File: config.mk
export PLATFORM = sky130hd
export DESIGN_NAME = button_press_dimmer_core
export DESIGN_NICKNAME = d
export VERILOG_FILES = /design/src/sv/bpd_pkg.sv /design/src/sv/bpd_cfg_regs.sv /design/src/sv/bpd_core.sv /design/src/sv/button_press_dimmer_core.sv
export SDC_FILE = /design/constraint.sdc
export NUM_CORES = 1
export LEC_CHECK = 0
export BUFFER_PORTS_ARGS = -buffer_cell sky130_fd_sc_hd__buf_4
export CAP_MARGIN = 20
export CORE_ASPECT_RATIO = 0.8
export CORE_MARGIN = 2
export CORE_UTILIZATION = 40
export DETAILED_ROUTE_END_ITERATION = 8
export GPL_TIMING_DRIVEN = 0
export PLACE_DENSITY = 0.65
export SLEW_MARGIN = 20
export SYNTH_ARGS = -nofsm -noshare
export SYNTH_HDL_FRONTEND = slang
export SYNTH_HIERARCHICAL = 1
export SYNTH_SLANG_ARGS = --single-unit
File: constraint.sdc
create_clock -name clk -period 8.4 [get_ports clk]
set_clock_uncertainty 0.2 [all_clocks]
set_input_delay 0.84 -clock clk [delete_from_list [all_inputs] [get_ports clk]]
set_output_delay 0.84 -clock clk [all_outputs]
set_load 0.01 [all_outputs]
File: src/sv/bpd_pkg.sv
// Shared types and constants for the button press dimmer.
// Register indexes, reset values, press word codes and the structs passed
// between the configuration registers, the update core and the top level.
`default_nettype none

package bpd_pkg;

	// Configuration register indexes
	localparam int unsigned CFG_IDX_W = 3;
	typedef enum logic [CFG_IDX_W-1:0] {
		REG_DEBOUNCE    = 3'd0,
		REG_SHORT_PRESS = 3'd1,
		REG_LONG_PRESS  = 3'd2,
		REG_DIM_STEP    = 3'd3,
		REG_FADE_TARGET = 3'd4
	} reg_idx_t;

	// Register reset values
	localparam logic [7:0]  DEBOUNCE_RST    = 8'd50;
	localparam logic [15:0] SHORT_PRESS_RST = 16'd500;
	localparam logic [15:0] LONG_PRESS_RST  = 16'd1000;
	localparam logic [15:0] DIM_STEP_RST    = 16'd10;
	localparam logic [7:0]  FADE_TARGET_RST = 8'd255;

	// Brightness limits
	localparam logic [7:0] LEVEL_MAX = 8'd255;
	localparam logic [7:0] LEVEL_MIN = 8'd0;

	// Press word codes
	typedef enum logic [2:0] {
		EV_NONE        = 3'd0,
		EV_CONFIRMED   = 3'd1,
		EV_SWITCH_MODE = 3'd2,
		EV_START_FADE  = 3'd3,
		EV_FADE_DONE   = 3'd4,
		EV_LONG_REL    = 3'd5
	} press_ev_t;

	// Live configuration
	typedef struct packed {
		logic [7:0]  debounce_ms;
		logic [15:0] short_press_ms;
		logic [15:0] long_press_ms;
		logic [15:0] dim_step_ms;
		logic [7:0]  fade_target;
	} cfg_t;

	// One result word
	typedef struct packed {
		logic [7:0] level;
		press_ev_t  ev;
		logic       fade_running;
		logic       press_held;
	} result_t;

endpackage

`default_nettype wire

File: src/sv/bpd_cfg_regs.sv
// Configuration register bank for the button press dimmer.
// Depends on bpd_pkg for register indexes, reset values and cfg_t.
`default_nettype none

module bpd_cfg_regs (
	input  wire logic                        clk,
	input  wire logic                        arst_n,
	input  wire logic                        wr_en,
	input  wire logic [bpd_pkg::CFG_IDX_W-1:0] wr_index,
	input  wire logic [15:0]                 wr_data,
	output bpd_pkg::cfg_t                    cfg
);

	bpd_pkg::cfg_t cfg_q;

	// Indexed write; indexes past the list are dropped
	always_ff @(posedge clk or negedge arst_n) begin
		if (!arst_n) begin
			cfg_q.debounce_ms    <= bpd_pkg::DEBOUNCE_RST;
			cfg_q.short_press_ms <= bpd_pkg::SHORT_PRESS_RST;
			cfg_q.long_press_ms  <= bpd_pkg::LONG_PRESS_RST;
			cfg_q.dim_step_ms    <= bpd_pkg::DIM_STEP_RST;
			cfg_q.fade_target    <= bpd_pkg::FADE_TARGET_RST;
		end else if (wr_en) begin
			case (bpd_pkg::reg_idx_t'(wr_index))
				bpd_pkg::REG_DEBOUNCE:    cfg_q.debounce_ms    <= wr_data[7:0];
				bpd_pkg::REG_SHORT_PRESS: cfg_q.short_press_ms <= wr_data;
				bpd_pkg::REG_LONG_PRESS:  cfg_q.long_press_ms  <= wr_data;
				bpd_pkg::REG_DIM_STEP:    cfg_q.dim_step_ms    <= wr_data;
				bpd_pkg::REG_FADE_TARGET: cfg_q.fade_target    <= wr_data[7:0];
				default: ;
			endcase
		end
	end

	assign cfg = cfg_q;

endmodule

`default_nettype wire

File: src/sv/bpd_core.sv
// Press timing, release decode and dimming ramp state with its update logic.
// Depends on bpd_pkg for cfg_t, result_t and the press word codes.
`default_nettype none

module bpd_core (
	input  wire logic       clk,
	input  wire logic       arst_n,
	input  wire logic       step_en,
	input  wire logic       key_low,
	input  wire logic [7:0] elapsed_ms,
	input  wire logic       mode_is_off,
	input  bpd_pkg::cfg_t   cfg,
	output bpd_pkg::result_t result
);

	// Saturating adds
	function automatic logic [7:0] sat_add8(input logic [7:0] a, input logic [7:0] b);
		logic [8:0] s;
		s = {1'b0, a} + {1'b0, b};
		return s[8] ? 8'hFF : s[7:0];
	endfunction

	function automatic logic [15:0] sat_add16(input logic [15:0] a, input logic [7:0] b);
		logic [16:0] s;
		s = {1'b0, a} + {9'd0, b};
		return s[16] ? 16'hFFFF : s[15:0];
	endfunction

	logic        pressed_q, pressed_d;
	logic [7:0]  low_time_q, low_time_d;
	logic [15:0] hold_time_q, hold_time_d;
	logic [15:0] dim_wait_q, dim_wait_d;
	logic [7:0]  level_q, level_d;
	logic        ramp_up_q, ramp_up_d;
	logic        fade_active_q, fade_active_d;
	logic        fade_done_q, fade_done_d;
	bpd_pkg::press_ev_t ev;

	// Next state for one time step
	always_comb begin
		pressed_d     = pressed_q;
		low_time_d    = low_time_q;
		hold_time_d   = hold_time_q;
		dim_wait_d    = sat_add16(dim_wait_q, elapsed_ms);
		level_d       = level_q;
		ramp_up_d     = ramp_up_q;
		fade_active_d = fade_active_q;
		fade_done_d   = fade_done_q;
		ev            = bpd_pkg::EV_NONE;

		// debounce, hold timing and release decode
		if (!pressed_q) begin
			if (key_low) begin
				// first low sample adds no time
				if (low_time_q != 8'd0 || hold_time_q != 16'd0) begin
					low_time_d  = sat_add8(low_time_q, elapsed_ms);
					hold_time_d = sat_add16(hold_time_q, elapsed_ms);
				end
				if (low_time_d >= cfg.debounce_ms) begin
					pressed_d  = 1'b1;
					low_time_d = 8'd0;
					ev         = bpd_pkg::EV_CONFIRMED;
				end
			end else begin
				low_time_d  = 8'd0;
				hold_time_d = 16'd0;
			end
		end else if (key_low) begin
			hold_time_d = sat_add16(hold_time_q, elapsed_ms);
		end else begin
			pressed_d = 1'b0;
			if (hold_time_q < cfg.short_press_ms) begin
				if (fade_active_q) begin
					level_d       = cfg.fade_target;
					fade_active_d = 1'b0;
					fade_done_d   = 1'b1;
					ev            = bpd_pkg::EV_FADE_DONE;
				end else if (!fade_done_q && mode_is_off) begin
					level_d       = bpd_pkg::LEVEL_MIN;
					fade_active_d = 1'b1;
					ev            = bpd_pkg::EV_START_FADE;
				end else begin
					fade_done_d = 1'b1;
					ev          = bpd_pkg::EV_SWITCH_MODE;
				end
			end else begin
				if (fade_active_q) begin
					fade_active_d = 1'b0;
					fade_done_d   = 1'b1;
				end
				ev = bpd_pkg::EV_LONG_REL;
			end
			hold_time_d = 16'd0;
			low_time_d  = 8'd0;
		end

		// long hold: cancel fade, step the ramp
		if (pressed_d && hold_time_d >= cfg.long_press_ms) begin
			if (fade_active_d) begin
				fade_active_d = 1'b0;
				fade_done_d   = 1'b1;
			end
			if (!mode_is_off && dim_wait_d >= cfg.dim_step_ms) begin
				dim_wait_d = 16'd0;
				if (ramp_up_q) begin
					if (level_q != bpd_pkg::LEVEL_MAX) level_d = level_q + 8'd1;
					if (level_d == bpd_pkg::LEVEL_MAX) ramp_up_d = 1'b0;
				end else begin
					if (level_q != bpd_pkg::LEVEL_MIN) level_d = level_q - 8'd1;
					if (level_d == bpd_pkg::LEVEL_MIN) ramp_up_d = 1'b1;
				end
			end
		end
	end

	// State registers
	always_ff @(posedge clk or negedge arst_n) begin
		if (!arst_n) begin
			pressed_q     <= 1'b0;
			low_time_q    <= 8'd0;
			hold_time_q   <= 16'd0;
			dim_wait_q    <= 16'd0;
			level_q       <= 8'd0;
			ramp_up_q     <= 1'b1;
			fade_active_q <= 1'b0;
			fade_done_q   <= 1'b0;
		end else if (step_en) begin
			pressed_q     <= pressed_d;
			low_time_q    <= low_time_d;
			hold_time_q   <= hold_time_d;
			dim_wait_q    <= dim_wait_d;
			level_q       <= level_d;
			ramp_up_q     <= ramp_up_d;
			fade_active_q <= fade_active_d;
			fade_done_q   <= fade_done_d;
		end
	end

	// Result word from the post-step state
	assign result.level        = level_d;
	assign result.ev           = ev;
	assign result.fade_running = fade_active_d;
	assign result.press_held   = pressed_d;

endmodule

`default_nettype wire

File: src/sv/button_press_dimmer_core.sv
// Top level of the button press dimmer: input register, update core, result register.
// Depends on bpd_pkg, bpd_cfg_regs and bpd_core.
//
//   channel | direction | handshake            | payload
//   in      | to block  | in_valid / in_ready  | key_low, elapsed_ms, mode_is_off
//   out     | from block| out_valid / out_ready| out_level, press_event, fade_running, press_held
//   cfg     | to block  | cfg_valid / cfg_ready| cfg_index, cfg_data
//
// One word per cycle sustained while out_ready stays high; a word taken into the input register
// reaches the output through a single-pass state update into the result register.
// Reset clears the press timers, ramp state and handshake flags, and loads register defaults.
// A stalled output holds its word; an empty input register still takes a new word while the
// result waits, then holds it until the result register frees up. cfg_ready is always high.
`default_nettype none

module button_press_dimmer_core (
	input  wire logic                          clk,
	input  wire logic                          arst_n,
	input  wire logic                          in_valid,
	output      logic                          in_ready,
	input  wire logic                          key_low,
	input  wire logic [7:0]                    elapsed_ms,
	input  wire logic                          mode_is_off,
	output      logic                          out_valid,
	input  wire logic                          out_ready,
	output      logic [7:0]                    out_level,
	output      logic [2:0]                    press_event,
	output      logic                          fade_running,
	output      logic                          press_held,
	input  wire logic                          cfg_valid,
	output      logic                          cfg_ready,
	input  wire logic [bpd_pkg::CFG_IDX_W-1:0] cfg_index,
	input  wire logic [15:0]                   cfg_data
);

	bpd_pkg::cfg_t    cfg;
	bpd_pkg::result_t result;
	bpd_pkg::result_t result_s2;

	logic       valid_s1;
	logic       key_s1;
	logic [7:0] elapsed_s1;
	logic       off_s1;
	logic       out_valid_q;
	logic       advance;
	logic       in_take;

	assign cfg_ready = 1'b1;

	bpd_cfg_regs u_cfg (
		.clk      (clk),
		.arst_n   (arst_n),
		.wr_en    (cfg_valid),
		.wr_index (cfg_index),
		.wr_data  (cfg_data),
		.cfg      (cfg)
	);

	// Handshake: stage 1 moves on when the result register is free or draining
	assign advance  = valid_s1 && (!out_valid_q || out_ready);
	assign in_ready = !valid_s1 || advance;
	assign in_take  = in_valid && in_ready;

	// Input register
	always_ff @(posedge clk or negedge arst_n) begin
		if (!arst_n) begin
			valid_s1 <= 1'b0;
		end else if (in_take) begin
			valid_s1 <= 1'b1;
		end else if (advance) begin
			valid_s1 <= 1'b0;
		end
	end

	always_ff @(posedge clk) begin
		if (in_take) begin
			key_s1     <= key_low;
			elapsed_s1 <= elapsed_ms;
			off_s1     <= mode_is_off;
		end
	end

	bpd_core u_core (
		.clk         (clk),
		.arst_n      (arst_n),
		.step_en     (advance),
		.key_low     (key_s1),
		.elapsed_ms  (elapsed_s1),
		.mode_is_off (off_s1),
		.cfg         (cfg),
		.result      (result)
	);

	// Result register
	always_ff @(posedge clk or negedge arst_n) begin
		if (!arst_n) begin
			out_valid_q <= 1'b0;
		end else if (advance) begin
			out_valid_q <= 1'b1;
		end else if (out_ready) begin
			out_valid_q <= 1'b0;
		end
	end

	always_ff @(posedge clk) begin
		if (advance) begin
			result_s2 <= result;
		end
	end

	assign out_valid    = out_valid_q;
	assign out_level    = result_s2.level;
	assign press_event  = result_s2.ev;
	assign fade_running = result_s2.fade_running;
	assign press_held   = result_s2.press_held;

endmodule

`default_nettype wire

==> impl_results.md, run 1 <==
* Commonest non-fill, non-tap cell in the layout: dfrtp_1
* Yosys reg bits at between 100 and 150
* Pins Over Slew Limit at 0
* Peak VDD IR at ~0.0002 V
* Synth cell types at 90
* Status: finished, final reports clean
* Max-cap violations at 0
* Htree depth at 4
* Clk slew on worst S/H paths at 70 ps
* Diode count at 0
* Depth of the most critical reg-to-reg path at 20
* P&R area growth vs syn at 14.48%
* Pin count of the biggest net entering global routing at 62
* Most frequent cells in the layout: dfrtp_1 (92), ha_1 (82), nand2_1 (69), inv_1 (67), a21oi_1 (64)
* Post-synth EDFFs at 23
* Rel. slew slack at 32.92%
* Post-synthesis cell count at 925
* Sequential area share after synthesis at between 30% and 40%
* Drt wl/cell at approximately 19 um
* Cell chosen for the clock root: clkbuf_16
* Drt total wl at 24,790 um
* # DRC at 0
* Period utilisation layout at between 60% and 70%
* FP Rows at roughly 50
* Final net count at 1,112
* Worst setup path category: reg -> reg
* Cell Area, Placed at ~10,000 um^2
* YS warnings at 6
* Hold Crit Class: in -> async
* Vias/cell at approximately 5.5
* Power per Cell Area at approximately 320 nW/um^2
* Crit-path max FO at 9
* Clock Latency Late Sink at 440 ps
* Tmin final at approximately 5800 ps
* Async set or reset register ratio after synthesis at a little over four fifths
* First-pass DRT Iterations at 5
* CTS tree: built
* Core Area at approximately 23,000 um^2
* Worst Tran Pin Value at 1004 ps
* Worst setup EP type: register
* Critical path data required time at roughly 8600 ps
* Hold Buf Count CTS at 0
* IO buf count at between 40 and 50
* Die W at between 150 and 200 um
* Starting Density at between 40% and 50%
* Setup crit start kind: register
* Endpoints failing hold at 0
* Setup Fix Bufs, Post-CTS at 0
* Remaining global-route overflow at 0
* Die ar. at roughly 25,000 um^2
* Final setup violation count at 0
* GRT Util Overall at approximately a fifth
* DPL Wire Length at 19,010 um
* Post-CTS Resized at 0
* Global-route wire length before repair at 39,270 um
* RSZ-0062 raised after global routing: no
* DRT iter0 DRCs at 606
* Mapped cell area at around 9300 um^2
* CTS buffer count at 17
* Vias in the first global route at approximately 6,800
* Post-DRT Antenna Nets at 0
* Final RePlAce weighted congestion at 0.9132
* Share of cells above drive strength 1 at about 22%
* Syn avg cell area at 10.10 um^2
* Max frequency at 0.1713 GHz
* Worst R2R Setup Slack at around 2600 ps
* Predominant post-synthesis flop cell: dfrtp_1
* Sinks on the clock net at 141
* Crit path DAT at ~6000 ps
* Final instance area at roughly 11,000 um^2
* Setup TNS at 0 ps
* # IOs at 50
* Initial antenna violation count at 0
* Max Root-Sink Buffers at 2
* Syn Nets at between 1,000 and 1,500
* Via count at roughly 7,200
* Pleak at between 4 and 5 nW
* Die height at between 100 and 150 um
routing by layer:
metal  up-vias  track usage (%)  part of all wire, %
li1       3497                -                    -
met4         0            4.298                 0.94
met5         -                0                    0
met3        14            4.261                  7.6
met1      3465            32.80                   50
met2       259            29.04                   41
layout make-up:
cell class              instances  area (um^2)
fillers                      2188        11990
clock buffers                  17        425.4
multi-input cells             682         5209
inverters                      67        251.5
clock inverters                15        152.6
flip-flops and latches        141         3676
repair buffers                 49        391.6
well taps                     306        382.9
plain buffers                  35        205.2
where the power goes:
part           internal (mW)  switching, mW  total, mW
Clock                  0.394          0.341      0.735
Sequential             0.900          0.161       1.06
Combinational          0.701          0.911       1.61
Total                   1.99           1.41       3.41
cells by family (layout without fill, tap and decap cells):
| logic type | Yosys count | after routing | synth area share (%) |
|---|---|---|---|
| buf+inv | 102 | 183 | 4.889 |
| fa+ha+maj | 85 | 85 | 11.63 |
| compound gates | 223 | 223 | 16.05 |
| mux | 78 | 78 | 9.818 |
| flops | 141 | 141 | 39.35 |
| simple gates | 256 | 256 | 14.57 |
| xor+xnor | 39 | 39 | 3.657 |
| other cells | 1 | 1 | 0.04014 |
cells in the mapped netlist, drive strengths merged (4+ instances only):
library cell   n  share of area, %
a21boi         6              0.48
nand4         12              0.96
a22o           9              0.84
nand2         70               2.8
a31oi         13              0.94
nor4          10              0.67
buf           19               1.6
nand2b        14               1.0
nor3          14              0.75
and2           6              0.43
edfxtp        23               7.4
o22a           4              0.37
o31ai          8              0.70
a21oi         67               3.7
nor2b          8              0.54
dfstp         26               7.3
inv           67               2.7
and4           4              0.37
a2111oi        6              0.98
nand3         17              0.96
xor2          12               1.1
mux2          76               9.6
xnor2         27               2.5
and3          11              0.79
dfrtp         92                25
o21a           9              0.72
or2            7              0.47
a21o           8              0.64
o21ai         51               2.7
ha            82                11
nor2          63               2.5
clkbuf        16              0.64
flip-flops by register name, indices dropped and copies added (netlist names), 3 cells and up:
signal / flops
u_cfg/cfg: 64
u_core/dim_wait_q: 16
u_core/hold_time_q: 16
elapsed_s1: 8
out_level: 8
u_core/level_q: 8
u_core/low_time_q: 8
press_event: 3
final timing paths:
path | start | to
max in group asynchronous | arst_n | u_cfg/cfg[32]
min reg2reg | u_core/fade_done_q | u_core/fade_done_q
min in group clk | u_core/fade_done_q | u_core/fade_done_q
min | arst_n | u_cfg/cfg[59]
max | elapsed_s1[0] | u_core/level_q[5]
max reg2reg | elapsed_s1[0] | u_core/level_q[5]
per-stage QoR:
step           hold slack [ps]  utilization [%]  setup slack [ps]  instances  power [mW]
2_1_floorplan            228.7                -              3823        925       2.207
6_report                 189.0            47.14              2561       1312       3.408
5_1_grt                  234.8            47.14              2313       1312       3.684
4_1_cts                  203.2            47.14              2629       1312       3.399
3_3_place_gp             251.7            44.46              2716       1279       2.605
3_5_place_dp             247.6            44.59              2705       1280       2.644
critical path: stages (launching register included):
cell       delay [ps]
edfxtp_1          470
ha_1              270
fa_1              410
a21o_1            220
a21oi_2           210
o21bai_2          120
a2111oi_4         490
or3_1             180
buf_4             150
o21ai_0           330
nor2_1            270
nor2_1             80
ha_1              280
nand2_1            40
o21ai_0           210
a21oi_1           210
o31ai_2           400
nand3_2           320
or4_1             600
o21a_1            130
a31oi_1           160
No activity file was read; power rests on OpenSTA's default activity.
==> inputs of run 2 (changes only) <==
Settings changed: PLACE_DENSITY 0.65 to 0.67.
Clock period 8.4 ns to 4.7 ns, I/O delays scaled along.
==> impl_results.md, run 2 (synthesis gave the netlist of run 1 again) <==
* Status: finished with violations
* Failing checks: setup timing
* Pleak at 5.042 nW (+4.8%)
* Power per Cell Area at 582.5 nW/um^2 (+83%)
* Switching Share at 40.45% (-1.0 points)
* Most frequent cells in the layout: dfrtp_1 (92), ha_1 (78), buf_4 (75), nand2_1 (68), inv_1 (67)
* Met3 usage at 4.746% (+0.49 points)
* Final net count at 1,147 (+3.1%)
* Dpl ws at -949.1 ps (-3655 ps)
* First-pass DRT Iterations at 5 (unchanged)
* Worst setup EP type: register
* Total power at 6.624 mW (+94%)
* Rel. slew slack at 42.93% (+10 points)
* Comb power frac at 49.0% (+1.7 points)
* Vias/cell at 5.561 (+0.83%)
* Share of cells above drive strength 1 at 27.28% (+5.2 points)
* GRT Util Overall at 21.44% (+0.62 points)
* Slowest Stage Delay on Critical Path at 510 ps (-90 ps)
* P&R area growth vs syn at 21.73%
* Worst R2R Setup Slack at -220 ps (-2780 ps)
* CTS tree: built
* CTS buffer count at 17 (unchanged)
* IO buf count at 48 (unchanged)
* Final RePlAce weighted congestion at 0.9223 (+1.0%)
* Endpoints failing hold at 0 (unchanged)
* Peak VDD IR at 0.0003101 V (+51%)
* Vias in the first global route at 7,126 (+4.9%)
* Worst setup path category: reg -> reg
* Crit-path max FO at 7 (-2)
* Post-DRT Antenna Nets at 0 (unchanged)
* Critical path data required time at 4810 ps (-3740 ps)
* Cell chosen for the clock root: clkbuf_16
* Starting Density at 41.18% (unchanged)
* Worst Tran Pin Value at 856.1 ps (-147.6 ps)
* Reg-to-Reg Start: elapsed_s1[0]
* Max frequency at 0.2032 GHz (+19%)
* Diode count at 0 (unchanged)
* Die height at 140.7 um (unchanged)
* Sinks on the clock net at 141 (unchanged)
* Tmin final at 4922 ps (-917.6 ps)
* Remaining global-route overflow at 0 (unchanged)
* Final worst-path setup slack at -221.5 ps (-2782 ps)
* Max-cap violations at 0 (unchanged)
* CP bufs+invs at 2 (+1)
* Final Util at 50.13% (+3.0 points)
* DPL Wire Length at 18,800 um (-1.1%)
* Drt total wl at 25,760 um (+3.9%)
* Max reg flops at 64 (unchanged)
* Die ar. at 24,600 um^2 (unchanged)
* Worst r2r dst: u_core/level_q[7]
* Drt wl/cell at 19.12 um (+1.2%)
* Setup crit start kind: register
* Global-route wire length before repair at 40,650 um (+3.5%)
* # IOs at 50 (unchanged)
* GR peak layer: met1
* DRT iter0 DRCs at 658 (+8.6%)
* Htree depth at 4 (unchanged)
* Met1 usage in global routing at 32.56% (-0.23 points)
* Pins Over Slew Limit at 0 (unchanged)
* Crit-path cells: ha_4 > fa_2 > a21o_1 > a21oi_2 > o21bai_2 > a2111oi_4 > or3_4 > and2b_4 > buf_8 > a21oi_4 > ha_4 > nand2_1 > o21ai_2 > a21oi_4 > o31ai_4 > and3_4 > buf_8 > a21boi_2 > o211a_1 > mux2_4
* Int Pwr at 3.945 mW (+98%)
* Setup TNS at -3538 ps (-3538 ps)
* Clk slew on worst S/H paths at 60 ps (about the same)
* Hold Crit Class: in -> reg
* Clock power frac at 22.3% (+0.7 points)
* CP max stage cell: edfxtp_1
* Clock Latency Late Sink at 430 ps (about the same)
* Die W at 174.9 um (unchanged)
* Core Area at 22,680 um^2 (unchanged)
* Crit path DAT at 5030 ps (-960 ps)
* Crit path capture: u_core/level_q[7]
* Max Root-Sink Buffers at 2 (unchanged)
* Cell family with most CP delay: compound AO/OA/AOI/OAI gates
* Critical Path Stages at 20 (unchanged)
* Initial antenna violation count at 0 (unchanged)
* NetSw at 2.679 mW (+90%)
* RSZ-0062 raised after global routing: yes
* Commonest non-fill, non-tap cell in the layout: dfrtp_1
* # DRC at 0 (unchanged)
* Pin count of the biggest net entering global routing at 63 (+1.6%)
* FP Rows at 49 (unchanged)
* Final setup violation count at 29 (+29)
* Period utilisation layout at 104.7% (+35 points)
* Crit path from: elapsed_s1[0]
* Via count at 7,490 (+3.5%)
* Sequential share of power at 28.8% (-2.3 points)
* M2 GR Usage at 30.87% (+1.8 points)
* Depth of the most critical reg-to-reg path at 20 (unchanged)
[run 2: cell types whose count changed in the layout (fill, tap and decap cells not counted), sizes merged]
cell | before | now
inv | 75 | 72
buf | 68 | 94
dlygate4sd3 | 0 | 10
bufinv | 0 | 4
clkinvlp | 1 | 2
clkinv | 6 | 3
[run 2: per-stage QoR]
stage	cells	hold WS (ps)	cell area, um^2
after floorplan	925	-25.59	9341
after global placement	1279	243.2	10080
after detailed placement	1280	274.7	10120
after CTS	1337	0.1733	11170
after global routing	1347	1.119	11370
final	1347	18.72	11370
[run 2: worst reg2reg max path: cells and delay by family (launching register included)]
family	cells	cell delay, ps
muxes	1	260
DFF	1	510
adders and majority gates	3	890
AOI/OAI and AO/OA	10	1910
and+or+nand+nor	4	750
buffers and inverters	2	290
[run 2: area by class of cell]
| type | count | area (um^2) |
|---|---|---|
| Inverter | 67 | 251.5 |
| Sequential cell | 141 | 3676 |
| Fill cell | 2059 | 11310 |
| Tap cell | 306 | 382.9 |
| Timing Repair Buffer | 85 | 701.9 |
| Clock inverter | 14 | 205.2 |
| Buffer | 34 | 215.2 |
| Multi-Input combinational cell | 682 | 5509 |
| Clock buffer | 18 | 429.2 |
[run 2: timing repair]
action / CTS / global route
endpoints found under the setup margin: 43 / 39
hold buffers: 6 / 4
endpoints found under the hold margin: 48 / 4
gates resized for setup: 46 / 29
setup buffers: 19 / 7
pin swaps: 29 / 24
[run 2: worst min-delay path by stage]
stage,start,endpoint,slack [ps],cells past startpoint
3_5_place_dp,u_cfg/cfg[43],u_cfg/cfg[43],270,1
3_3_place_gp,u_core/fade_done_q,u_core/fade_done_q,240,1
6_report,mode_is_off,off_s1,20,1
2_1_floorplan,arst_n,out_valid,-30,0
4_1_cts,elapsed_ms[6],elapsed_s1[6],0.2,1
5_1_grt,mode_is_off,off_s1,1,1
[run 2: power by group through the flow]
stage          sequential [mW]  combinational, mW  clock, mW
2_1_floorplan             1.82               2.13          0
3_3_place_gp              1.90               2.75          0
3_5_place_dp              1.91               2.81          0
4_1_cts                   1.89               3.08       1.50
5_1_grt                   1.95               3.61       1.56
6_report                  1.90               3.24       1.47
[run 2: per-layer routing]
metal | share of wire, % | wire, um
met1 | 50 | 12810
met2 | 42 | 10870
met3 | 7.0 | 1791
met4 | 1.1 | 278
met5 | 0 | 0
